File: src/hdl/s256h_pkg.sv
`timescale 1ns / 1ps
`default_nettype none

package s256h_pkg;

    // Schedule memory geometry
    localparam int WordW    = 32;
    localparam int RamDepth = 16;
    localparam int RamAw    = 4;
    localparam int Rounds   = 64;

    // Padding and block constants
    localparam logic [7:0] PadByte       = 8'h80;
    localparam logic [5:0] TwoBlockCount = 6'd56;
    localparam logic [5:0] LastByteSlot  = 6'd63;
    localparam logic [5:0] LastRound     = 6'd63;
    localparam logic [3:0] LastWordSlot  = 4'd15;
    localparam logic [3:0] LenHiSlot     = 4'd14;
    localparam logic [2:0] LastDigest    = 3'd7;

    // Round constants
    localparam logic [31:0] RoundK [Rounds] = '{
        32'h428a2f98, 32'h71374491, 32'hb5c0fbcf, 32'he9b5dba5,
        32'h3956c25b, 32'h59f111f1, 32'h923f82a4, 32'hab1c5ed5,
        32'hd807aa98, 32'h12835b01, 32'h243185be, 32'h550c7dc3,
        32'h72be5d74, 32'h80deb1fe, 32'h9bdc06a7, 32'hc19bf174,
        32'he49b69c1, 32'hefbe4786, 32'h0fc19dc6, 32'h240ca1cc,
        32'h2de92c6f, 32'h4a7484aa, 32'h5cb0a9dc, 32'h76f988da,
        32'h983e5152, 32'ha831c66d, 32'hb00327c8, 32'hbf597fc7,
        32'hc6e00bf3, 32'hd5a79147, 32'h06ca6351, 32'h14292967,
        32'h27b70a85, 32'h2e1b2138, 32'h4d2c6dfc, 32'h53380d13,
        32'h650a7354, 32'h766a0abb, 32'h81c2c92e, 32'h92722c85,
        32'ha2bfe8a1, 32'ha81a664b, 32'hc24b8b70, 32'hc76c51a3,
        32'hd192e819, 32'hd6990624, 32'hf40e3585, 32'h106aa070,
        32'h19a4c116, 32'h1e376c08, 32'h2748774c, 32'h34b0bcb5,
        32'h391c0cb3, 32'h4ed8aa4a, 32'h5b9cca4f, 32'h682e6ff3,
        32'h748f82ee, 32'h78a5636f, 32'h84c87814, 32'h8cc70208,
        32'h90befffa, 32'ha4506ceb, 32'hbef9a3f7, 32'hc67178f2
    };

    // Initial hash values
    localparam logic [31:0] InitH [8] = '{
        32'h6a09e667, 32'hbb67ae85, 32'h3c6ef372, 32'ha54ff53a,
        32'h510e527f, 32'h9b05688c, 32'h1f83d9ab, 32'h5be0cd19
    };

    typedef struct packed {
        logic [7:0] data_byte;
        logic       has_byte;
        logic       last;
    } t_in_item;

    typedef struct packed {
        logic [31:0] digest_word;
        logic [2:0]  word_index;
        logic        last_word;
    } t_out_item;

    typedef enum logic [2:0] {
        ST_IDLE,
        ST_PAD,
        ST_CSTART,
        ST_ROUND,
        ST_FOLD,
        ST_OUT
    } t_state;

    // Controls from the sequencer to the compression datapath
    typedef struct packed {
        logic init;  // hash state back to initial values
        logic load;  // working variables from hash state
        logic step;  // one round
        logic fold;  // hash state += working variables
    } t_core_ctl;

endpackage

`default_nettype wire

File: src/hdl/s256h_ram.sv
`timescale 1ns / 1ps
`default_nettype none

module s256h_ram (
    input  wire logic                           i_clk,
    input  wire logic                           i_we,
    input  wire logic [s256h_pkg::RamAw-1:0]    i_waddr,
    input  wire logic [s256h_pkg::WordW-1:0]    i_wdata,
    input  wire logic [s256h_pkg::RamAw-1:0]    i_raddr_a,
    input  wire logic [s256h_pkg::RamAw-1:0]    i_raddr_b,
    output logic      [s256h_pkg::WordW-1:0]    o_rdata_a,
    output logic      [s256h_pkg::WordW-1:0]    o_rdata_b
);
    import s256h_pkg::*;

    // Block words and rolling message schedule
    logic [WordW-1:0] r_mem [RamDepth];

    always_ff @(posedge i_clk) begin
        if (i_we) begin
            r_mem[i_waddr] <= i_wdata;
        end
    end

    // Two registered read ports
    always_ff @(posedge i_clk) begin
        o_rdata_a <= r_mem[i_raddr_a];
        o_rdata_b <= r_mem[i_raddr_b];
    end

endmodule

`default_nettype wire

File: src/hdl/s256h_core.sv
`timescale 1ns / 1ps
`default_nettype none

module s256h_core (
    input  wire logic                        i_clk,
    input  wire logic                        i_rst_n,
    input  wire s256h_pkg::t_core_ctl        i_ctl,
    input  wire logic [5:0]                  i_round,
    input  wire logic [s256h_pkg::WordW-1:0] i_rd_a,
    input  wire logic [s256h_pkg::WordW-1:0] i_rd_b,
    input  wire logic [2:0]                  i_word_sel,
    output logic      [s256h_pkg::WordW-1:0] o_sched_word,
    output logic      [s256h_pkg::WordW-1:0] o_digest_word
);
    import s256h_pkg::*;

    function automatic logic [31:0] ror(input logic [31:0] x, input int n);
        ror = (x >> n) | (x << (32 - n));
    endfunction

    logic [31:0] r_h  [8];   // chaining value
    logic [31:0] r_v  [8];   // working variables a..h
    logic [31:0] r_wl [7];   // last seven schedule words, newest first

    logic [31:0] w, s0, s1, t1, t2, big_s0, big_s1, ch, maj;

    // Schedule word: block word for the first sixteen rounds, then expanded.
    // rd_a holds w[r-16], rd_b holds w[r-15].
    always_comb begin
        s0 = ror(i_rd_b, 7) ^ ror(i_rd_b, 18) ^ (i_rd_b >> 3);
        s1 = ror(r_wl[1], 17) ^ ror(r_wl[1], 19) ^ (r_wl[1] >> 10);
        if (i_round < 6'd16) begin
            w = i_rd_a;
        end else begin
            w = s1 + r_wl[6] + s0 + i_rd_a;
        end
    end

    // Round function
    always_comb begin
        big_s1 = ror(r_v[4], 6) ^ ror(r_v[4], 11) ^ ror(r_v[4], 25);
        ch     = (r_v[4] & r_v[5]) ^ (~r_v[4] & r_v[6]);
        big_s0 = ror(r_v[0], 2) ^ ror(r_v[0], 13) ^ ror(r_v[0], 22);
        maj    = (r_v[0] & r_v[1]) ^ (r_v[0] & r_v[2]) ^ (r_v[1] & r_v[2]);
        t1     = r_v[7] + big_s1 + ch + RoundK[i_round] + w;
        t2     = big_s0 + maj;
    end

    // Chaining value
    always_ff @(posedge i_clk) begin
        if (!i_rst_n || i_ctl.init) begin
            for (int i = 0; i < 8; i++) r_h[i] <= InitH[i];
        end else if (i_ctl.fold) begin
            for (int i = 0; i < 8; i++) r_h[i] <= r_h[i] + r_v[i];
        end
    end

    // Working variables and schedule taps
    always_ff @(posedge i_clk) begin
        if (i_ctl.load) begin
            for (int i = 0; i < 8; i++) r_v[i] <= r_h[i];
        end else if (i_ctl.step) begin
            r_v[7] <= r_v[6];
            r_v[6] <= r_v[5];
            r_v[5] <= r_v[4];
            r_v[4] <= r_v[3] + t1;
            r_v[3] <= r_v[2];
            r_v[2] <= r_v[1];
            r_v[1] <= r_v[0];
            r_v[0] <= t1 + t2;
        end
        if (i_ctl.step) begin
            r_wl[0] <= w;
            for (int i = 1; i < 7; i++) r_wl[i] <= r_wl[i-1];
        end
    end

    assign o_sched_word  = w;
    assign o_digest_word = r_h[i_word_sel];

endmodule

`default_nettype wire

File: src/hdl/sha256_stream_hasher_unit.sv
`timescale 1ns / 1ps
`default_nettype none

// Throughput: one byte per cycle into the block while idle; o_ready is low
// while a full block is compressed (read setup, 64 rounds, fold) or padded.
// A last transfer is followed by padding and compression of one or two
// blocks, then eight digest transfers, one per cycle while i_ready is high.
// Rate is set by the single round unit and the schedule memory read ports.
// Reset (synchronous, active low) restores the initial hash and clears counts.
module sha256_stream_hasher_unit (
    input  wire logic                  i_clk,
    input  wire logic                  i_rst_n,
    input  wire logic                  i_valid,
    output logic                       o_ready,
    input  wire s256h_pkg::t_in_item   i_data,
    output logic                       o_valid,
    input  wire logic                  i_ready,
    output s256h_pkg::t_out_item       o_data
);
    import s256h_pkg::*;

    t_state       r_state, n_state;
    logic [5:0]   r_cnt, n_cnt;        // bytes pending in the block
    logic [54:0]  r_blk, n_blk;        // completed blocks (bit count / 512)
    logic [23:0]  r_pack, n_pack;      // last three bytes taken
    logic         r_fin, n_fin;        // message ends after this block
    logic         r_padding, n_padding;
    logic         r_two, n_two;        // padding spills into a second block
    logic         r_first, n_first;    // next padding word carries 0x80
    logic [3:0]   r_pidx, n_pidx;
    logic [5:0]   r_rnd, n_rnd;
    logic [2:0]   r_widx, n_widx;

    t_core_ctl          ctl;
    logic               we;
    logic [RamAw-1:0]   waddr, raddr_a, raddr_b;
    logic [WordW-1:0]   wdata, rdata_a, rdata_b, sched_word, digest_word, pad_word;
    logic [63:0]        msg_len;
    logic [5:0]         cnt_inc;

    s256h_ram u_ram (
        .i_clk     (i_clk),
        .i_we      (we),
        .i_waddr   (waddr),
        .i_wdata   (wdata),
        .i_raddr_a (raddr_a),
        .i_raddr_b (raddr_b),
        .o_rdata_a (rdata_a),
        .o_rdata_b (rdata_b)
    );

    s256h_core u_core (
        .i_clk         (i_clk),
        .i_rst_n       (i_rst_n),
        .i_ctl         (ctl),
        .i_round       (r_rnd),
        .i_rd_a        (rdata_a),
        .i_rd_b        (rdata_b),
        .i_word_sel    (r_widx),
        .o_sched_word  (sched_word),
        .o_digest_word (digest_word)
    );

    // Bit length: blocks, pending bytes, times eight
    assign msg_len = {r_blk, r_cnt, 3'b000};

    // Padding word for the current slot
    always_comb begin
        pad_word = '0;
        if (r_first) begin
            case (r_cnt[1:0])
                2'd0:    pad_word = {PadByte, 24'h0};
                2'd1:    pad_word = {r_pack[7:0], PadByte, 16'h0};
                2'd2:    pad_word = {r_pack[15:0], PadByte, 8'h0};
                default: pad_word = {r_pack[23:0], PadByte};
            endcase
        end else if (!r_two && r_pidx == LenHiSlot) begin
            pad_word = msg_len[63:32];
        end else if (!r_two && r_pidx == LastWordSlot) begin
            pad_word = msg_len[31:0];
        end
    end

    assign cnt_inc = i_data.has_byte ? r_cnt + 6'd1 : r_cnt;

    // State register
    always_ff @(posedge i_clk) begin
        if (!i_rst_n) begin
            r_state   <= ST_IDLE;
            r_cnt     <= '0;
            r_blk     <= '0;
            r_fin     <= 1'b0;
            r_padding <= 1'b0;
            r_two     <= 1'b0;
            r_first   <= 1'b0;
            r_pidx    <= '0;
            r_rnd     <= '0;
            r_widx    <= '0;
        end else begin
            r_state   <= n_state;
            r_cnt     <= n_cnt;
            r_blk     <= n_blk;
            r_fin     <= n_fin;
            r_padding <= n_padding;
            r_two     <= n_two;
            r_first   <= n_first;
            r_pidx    <= n_pidx;
            r_rnd     <= n_rnd;
            r_widx    <= n_widx;
        end
        r_pack <= n_pack;
    end

    // Sequencer
    always_comb begin
        n_state   = r_state;
        n_cnt     = r_cnt;
        n_blk     = r_blk;
        n_pack    = r_pack;
        n_fin     = r_fin;
        n_padding = r_padding;
        n_two     = r_two;
        n_first   = r_first;
        n_pidx    = r_pidx;
        n_rnd     = r_rnd;
        n_widx    = r_widx;
        ctl       = '0;
        we        = 1'b0;
        waddr     = '0;
        wdata     = '0;
        raddr_a   = '0;
        raddr_b   = '0;
        o_ready   = 1'b0;
        o_valid   = 1'b0;

        unique case (r_state)
            ST_IDLE: begin
                o_ready = 1'b1;
                if (i_valid) begin
                    if (i_data.has_byte) begin
                        n_pack = {r_pack[15:0], i_data.data_byte};
                        n_cnt  = cnt_inc;
                        // Every fourth byte completes a big-endian word
                        if (r_cnt[1:0] == 2'd3) begin
                            we    = 1'b1;
                            waddr = r_cnt[5:2];
                            wdata = {r_pack, i_data.data_byte};
                        end
                    end
                    if (i_data.has_byte && r_cnt == LastByteSlot) begin
                        n_fin     = i_data.last;
                        n_padding = 1'b0;
                        n_state   = ST_CSTART;
                    end else if (i_data.last) begin
                        n_padding = 1'b1;
                        n_first   = 1'b1;
                        n_pidx    = cnt_inc[5:2];
                        n_two     = cnt_inc >= TwoBlockCount;
                        n_state   = ST_PAD;
                    end
                end
            end
            ST_PAD: begin
                we      = 1'b1;
                waddr   = r_pidx;
                wdata   = pad_word;
                n_first = 1'b0;
                n_pidx  = r_pidx + 4'd1;
                if (r_pidx == LastWordSlot) begin
                    n_state = ST_CSTART;
                end
            end
            ST_CSTART: begin
                // Fetch the words for round zero
                ctl.load = 1'b1;
                raddr_a  = 4'd0;
                raddr_b  = 4'd1;
                n_rnd    = '0;
                n_state  = ST_ROUND;
            end
            ST_ROUND: begin
                ctl.step = 1'b1;
                we       = 1'b1;
                waddr    = r_rnd[3:0];
                wdata    = sched_word;
                raddr_a  = r_rnd[3:0] + 4'd1;
                raddr_b  = r_rnd[3:0] + 4'd2;
                n_rnd    = r_rnd + 6'd1;
                if (r_rnd == LastRound) begin
                    n_state = ST_FOLD;
                end
            end
            ST_FOLD: begin
                ctl.fold = 1'b1;
                if (r_padding) begin
                    if (r_two) begin
                        n_two   = 1'b0;
                        n_pidx  = '0;
                        n_first = 1'b0;
                        n_state = ST_PAD;
                    end else begin
                        n_widx  = '0;
                        n_state = ST_OUT;
                    end
                end else begin
                    n_blk = r_blk + 55'd1;
                    if (r_fin) begin
                        n_padding = 1'b1;
                        n_first   = 1'b1;
                        n_pidx    = '0;
                        n_two     = 1'b0;
                        n_state   = ST_PAD;
                    end else begin
                        n_state = ST_IDLE;
                    end
                end
            end
            ST_OUT: begin
                o_valid = 1'b1;
                if (i_ready) begin
                    n_widx = r_widx + 3'd1;
                    if (r_widx == LastDigest) begin
                        ctl.init  = 1'b1;
                        n_cnt     = '0;
                        n_blk     = '0;
                        n_fin     = 1'b0;
                        n_padding = 1'b0;
                        n_state   = ST_IDLE;
                    end
                end
            end
            default: n_state = ST_IDLE;
        endcase
    end

    // Digest transfer payload
    always_comb begin
        o_data.digest_word = digest_word;
        o_data.word_index  = r_widx;
        o_data.last_word   = (r_widx == LastDigest);
    end

endmodule

`default_nettype wire
File: config.mk
export PLATFORM = sky130hd
export DESIGN_NAME = sha256_stream_hasher_unit
export DESIGN_NICKNAME = d
export VERILOG_FILES = /design/src/hdl/s256h_pkg.sv /design/src/hdl/s256h_ram.sv /design/src/hdl/s256h_core.sv /design/src/hdl/sha256_stream_hasher_unit.sv
export SDC_FILE = /design/constraint.sdc
export NUM_CORES = 2
export LEC_CHECK = 0
export ABC_AREA = 0
export ABC_CLOCK_PERIOD_IN_PS = 13600
export BUFFER_PORTS_ARGS = -buffer_cell sky130_fd_sc_hd__buf_4
export CAP_MARGIN = 20
export CORE_ASPECT_RATIO = 0.6
export CORE_UTILIZATION = 40
export CTS_CLUSTER_SIZE = 8
export DETAILED_ROUTE_END_ITERATION = 6
export SLEW_MARGIN = 20
export SYNTH_ARGS = -nofsm -noshare
export SYNTH_HDL_FRONTEND = slang
export SYNTH_HIERARCHICAL = 1
export SYNTH_SLANG_ARGS = --single-unit
File: constraint.sdc
create_clock -name i_clk -period 13.6 [get_ports i_clk]
set_input_delay 0.68 -clock i_clk [delete_from_list [all_inputs] [get_ports i_clk]]
set_output_delay 0.68 -clock i_clk [all_outputs]
set_load 0.01 [all_outputs]
Word level (Yosys, flattened, before mapping):

Memory sizes are Yosys's and may differ from the RTL's. A register that Yosys moved wholly into a read port is not among the register bits.
Cells that the tools add are included.

* add/sub/neg operators: 25
* magnitude comparators: 3
* equality and inequality tests: 28
* multiplexer cells: 116
* bitwise gates (word level): 44
* reductions and logical operators: 24

Operators by type and width (count)
* $mux 32: 25
* $add 32x32->32: 18
* $xor 32x32->32: 9
* $pmux 32 s3: 2
* $mux 55: 3
* $and 32x32->32: 5
* $pmux 55 s2: 1
* $add 55x1->55 const B: 1
* $mux 1: 44
* $mux 3: 14
* $mux 4: 10
* $not 32->32: 1
* $or 10x32->32: 1
* $or 13x32->32: 1
* $or 14x32->32: 1
* $or 15x32->32: 1
* $or 19x32->32: 1
* $or 21x32->32: 1
* $or 25x32->32: 1
* $or 26x32->32: 1
* $or 30x32->32: 1
* $or 7x32->32: 1
* $xor 32x22->32: 1
* $xor 32x29->32: 1
* 38 further kinds: 95

* register bits after elaboration: 105
* RAM bits: 1248
* bits in read-only memories: 2048
* input port bits: 14
* output and inout port bits: 38
* word-level logic and storage cells: 256
* memories kept: 5

Memory list
* (no name shown): depth 64, width 32, rd ports 1, clocked after memory_dff 0, write ports 0, line s256h_core.sv:45 `t1 = r_v[7] + big_s1 + ch + RoundK[i_round] + w;`
* u_ram.r_mem: depth 16, width 32, rd ports 2, clocked after memory_dff 2, write ports 1, line s256h_ram.sv:17 `logic [WordW-1:0] r_mem [RamDepth];`
* u_core.r_h: depth 8, width 32, rd ports 9, clocked after memory_dff 1, write ports 8, line s256h_core.sv:21 `logic [31:0] r_h [8];`
* u_core.r_v: depth 8, width 32, rd ports 8, clocked after memory_dff 0, write ports 8, line s256h_core.sv:22 `logic [31:0] r_v [8];`
* u_core.r_wl: depth 7, width 32, rd ports 7, clocked after memory_dff 0, write ports 7, line s256h_core.sv:23 `logic [31:0] r_wl [7];`

Logic depth before layout (Yosys ltp):

An unclocked memory read counts as a cell.

* depth in word-level cells: 11
* depth in mapped cells: 47
* mapped depth without buffers: 46

By module:

Netlist, hierarchy kept.

Modules (own cells, without submodules)
* s256h_core: times used 1, cells an instance 5573, area an instance 55967.4 um2, seq. area each 22101.2 um2
* s256h_ram: times used 1, cells an instance 1141, area an instance 24203.2 um2, seq. area each 16656.0 um2
* sha256_stream_hasher_unit: times used 1, cells an instance 761, area an instance 6322.3 um2, seq. area each 2342.2 um2

Least setup slack after synthesis:

Ideal clock, no wire load.

* kind: reg2reg
* start: register r_state[0]
* end: memory u_ram.r_mem[12][0], enable pin
* library setup time: 0.461 ns
* data arrival time: 11.067 ns
* required time: 13.139 ns
* slack: 2.072 ns
* cell stages (with the launch flop): 9
* buffers on the path: 2
* period minus slack after synthesis: 11.528 ns
* cell sequence: dfxtp_1 -> clkbuf_1 -> nand3b_1 -> inv_1 -> clkbuf_1 -> a222oi_1 -> inv_1 -> nand3_1 -> nor3_1

* elaborated cells on any way between the ends: 8
* classes of those cells: 2 x eq/ne; 4 x mux; 2 x reduce/logical

RTL lines
* start: declaration: line sha256_stream_hasher_unit.sv:22 `t_state r_state, n_state;`
* start signal: assignment: line sha256_stream_hasher_unit.sv:100 `r_state <= n_state;`
* $eq 3x2->1, or another cell as far along: line sha256_stream_hasher_unit.sv:136 `unique case (r_state)`
* $pmux 4 s3 *: line sha256_stream_hasher_unit.sv:136
* via waddr[2]: line sha256_stream_hasher_unit.sv:36 `logic [RamAw-1:0] waddr, raddr_a, raddr_b;`
* end: declaration: line s256h_ram.sv:17

Mark *: on every way through the listed nets, which the timed path passes. The rest lies on a longest branch.

==> results.cfg <==
[synth]
synthArstFlopShare_pct = 0
synth_area_mm2 = 0.0865
seq_area_frac_synth_pct = 47.5
synth_cells = 7475
yosysWarnings = 6
syn_nets = 8102
avgSynthCellArea_um2 = 11.6
ys_ff_latch = 1417
synth_cell_types = 94
synth-main-ff-cell = edfxtp_1
synth_edf_count = 1272

[worst_setup_path]
critPathCaptureType = flop
ff2ff_path_depth = 44
crit_path_start = u_core/r_wl[1][11]
crit_top_cell = fa_1
slowest_stage = o31ai_1
startpoint_type = flop
crit_type = reg2reg
cp.arrival_ns = 12.74
rr_endpoint = u_core/r_v[0][159]
critPathMaxStageDelay_ns = 0.65
path_max_fanout = 6
endpoint = u_core/r_v[0][159]
r2r_slack_ns = 1.40
critPathRequiredTime_ns = 14.15
rr_startpoint = u_core/r_wl[1][11]

[floorplan]
coreArea_mm2 = 0.214
dieHeight_um = 362
die_area_mm2 = 0.218
initial_core_util_pct = 40.5
io_pins = 52
rows = 131
die_w_um = 602

[routing]
num_vias = 64033
drcViolationCount = 0
vias_per_cell = 6.13
firstDrtPassIters = 6
antenna_left = 0
dr.first_iter.drc_count = 9235
wire_per_inst_um = 28.9
drt_wl_total_um = 302000

[global_routing]
grt_antenna_before_repair = 19
grt_pass1_vias = 59893
met1_usage_pct = 44.9
grt_pass1_wl_um = 433000
grt_use_total_pct = 27.2
busiest_layer = met1
globalRouteMet3Util_pct = 10.7
grt_overflow = 0
grtUsageMet2_pct = 32.1
grt_start_max_net_pins = 158

[power_and_ir_drop]
sequentialPowerShare_pct = 27.7
finalPower_w = 0.0183
pwr-share-comb_pct = 46.9
clockPowerShare_pct = 25.4
max-vdd-ir-drop_uv = 285
power_per_cell_area_mw_per_mm2 = 191
leakagePower_nw = 34.4
power.switching_w = 0.00723
p_int_w = 0.0111
swShare_pct = 39.5

[place]
port_buffers = 51
dp_hpwl_um = 219000
gp_congestion = 0.981
dp_cells = 10135

[layout]
drive_gt1_share_pct = 11.9
final_common_cell = edfxtp_1
area_delta_synth_final_pct = 10.9
fill_cells = 19515
final_core_util_pct = 44.9
instances_no_fill = 10450
layout.nets = 8115
layout_common_cells = 1272 x edfxtp_1, 1073 x nand2_1, 424 x xnor2_1, 416 x ha_1, 396 x nor2_1

[timing]
drv_slew = 0
tightest_slew_ns = 1.31
timing.hold.ws_ns = 0.0729
slew-limit-headroom_pct = 12.4
setup_tns_ns = 0
fin_skew_ns = 0.116
setup_viol = 0
post-route-period-util_pct = 89.7
grt_setup_unrepaired = false
post-route-min-period_ns = 12.20
final_hold_viol_count = 0
timing.fmax_mhz = 82.0

[job]
drv_cap = 0

[clocking]
cts_setup_buffers = 0
htree_levels = 4
clock-sinks = 1417
cts-root-buf = clkbuf_16
clk_latency_ns = 0.88
cts.hold.buffers_added = 0
clockBufferDepth = 4
clk_pin_slew_ns = 0.05
cts_inserted_buffers = 203
cts_tree = built
ctsResizeCount = 0

[run_status]
status = completed

[min_path]
hold_path_depth = 1
hp-class = in2reg
logic make-up (layout without fill, tap and decap cells):
family                   after synthesis  in the layout  synth area share [%]
AND/OR/NAND/NOR                     2099           2099                  10.7
AO/OA/AOI/OAI                       1548           1548                  11.7
flip-flops                          1417           1417                  47.5
buffers and inverters                757            868                  3.41
adder cells (fa/ha/maj)              642            642                  10.9
XOR/XNOR                             598            598                  6.06
multiplexers                         414            414                  9.63
other                                  0              5                     0
worst min path at each step:
stage | slack [ns] | from | end
global route | 0.04 | i_data[3] | r_pack[1]
finish | 0.07 | i_data[9] | r_pack[7]
global placement | 0.40 | u_core/r_wl[3][2] | u_core/r_wl[4][2]
CTS | 0.03 | i_data[3] | r_pack[1]
detailed placement | 0.40 | u_core/r_wl[0][26] | u_core/r_wl[1][26]
floorplan | 0.40 | u_core/r_wl[0][0] | u_core/r_wl[1][0]
registers in the layout (all words and copies together), names as in the netlist:
name             cells
u_core/r_h         256
r_padding            1
r_fin                1
r_pidx               4
u_ram/r_mem        512
r_rnd                6
u_core/r_v         256
u_ram/o_rdata_b     32
r_widx               3
u_core/r_wl        224
u_ram/o_rdata_a     32
r_first              1
r_pack              24
r_two                1
r_blk               55
r_cnt                6
r_state              3
power by group through the flow:
stage	clock network, W	logic, W	registers, W
finish	0.00464	0.00857	0.00508
global route	0.00489	0.00933	0.00508
CTS	0.00471	0.00832	0.00507
detailed placement	0	0.00822	0.00515
global placement	0	0.00819	0.00515
floorplan	0	0.00613	0.00508
stage by stage:
stage	area, µm²	setup slack [ns]
floorplan	86500	2.07
global placement	90200	1.87
detailed placement	90300	1.78
CTS	95900	1.73
global route	95900	0.861
finish	95900	1.40
worst max-delay path: cells and delay by family (launching register included):
family / cells / cell delay [ns]
flip-flops: 1 / 0.49
XOR/XNOR: 5 / 1.04
buffers and inverters: 5 / 0.35
adder cells (fa/ha/maj): 9 / 3.98
AND/OR/NAND/NOR: 6 / 1.58
AO/OA/AOI/OAI: 19 / 4.46
final cells by class:
| type | count | area [µm²] | area share, % |
|---|---|---|---|
| multi-input cells | 5301 | 42700 | 44.6 |
| flip-flops and latches | 1417 | 41100 | 42.9 |
| clock buffers | 297 | 5480 | 5.71 |
| well taps | 2859 | 3580 | 3.73 |
| repair buffers | 191 | 1500 | 1.56 |
| inverters | 374 | 1410 | 1.47 |
| clock inverters | 6 | 108 | 0.112 |
| diodes | 5 | 12.5 | 0.0130 |
routing by layer:
metal,share of wire [%],vias up
met2,35,3854
met5,0.015,-
met1,48,32226
li1,-,27631
met3,15,316
met4,1.6,6
synthesized netlist by cell type (35+ instances only):
cell         n  area share, %
edfxtp_1  1272             44
nand2_1   1074            4.7
xnor2_1    424            4.3
ha_1       416            6.0
nor2_1     413            1.8
a21oi_1    392            2.3
inv_1      372            1.6
o21ai_0    332            1.9
mux4_2     328            8.5
clkbuf_1   294            1.3
fa_1       197            4.6
xor2_1     174            1.8
a21o_1     160            1.4
dfxtp_1    145            3.4
a22oi_1    140            1.2
nor3_1     116           0.67
nand2b_1    91           0.66
nand3_1     84           0.49
a211oi_1    77           0.67
nor2b_1     69           0.50
mux2_2      63           0.82
o21a_1      57           0.49
buf_1       55           0.24
nand4_1     52           0.38
o21bai_1    43           0.37
a31oi_1     42           0.30
and3_1      40           0.29
a221oi_1    36           0.36
o31ai_1     35           0.30
(Power assumes the default switching activity.)
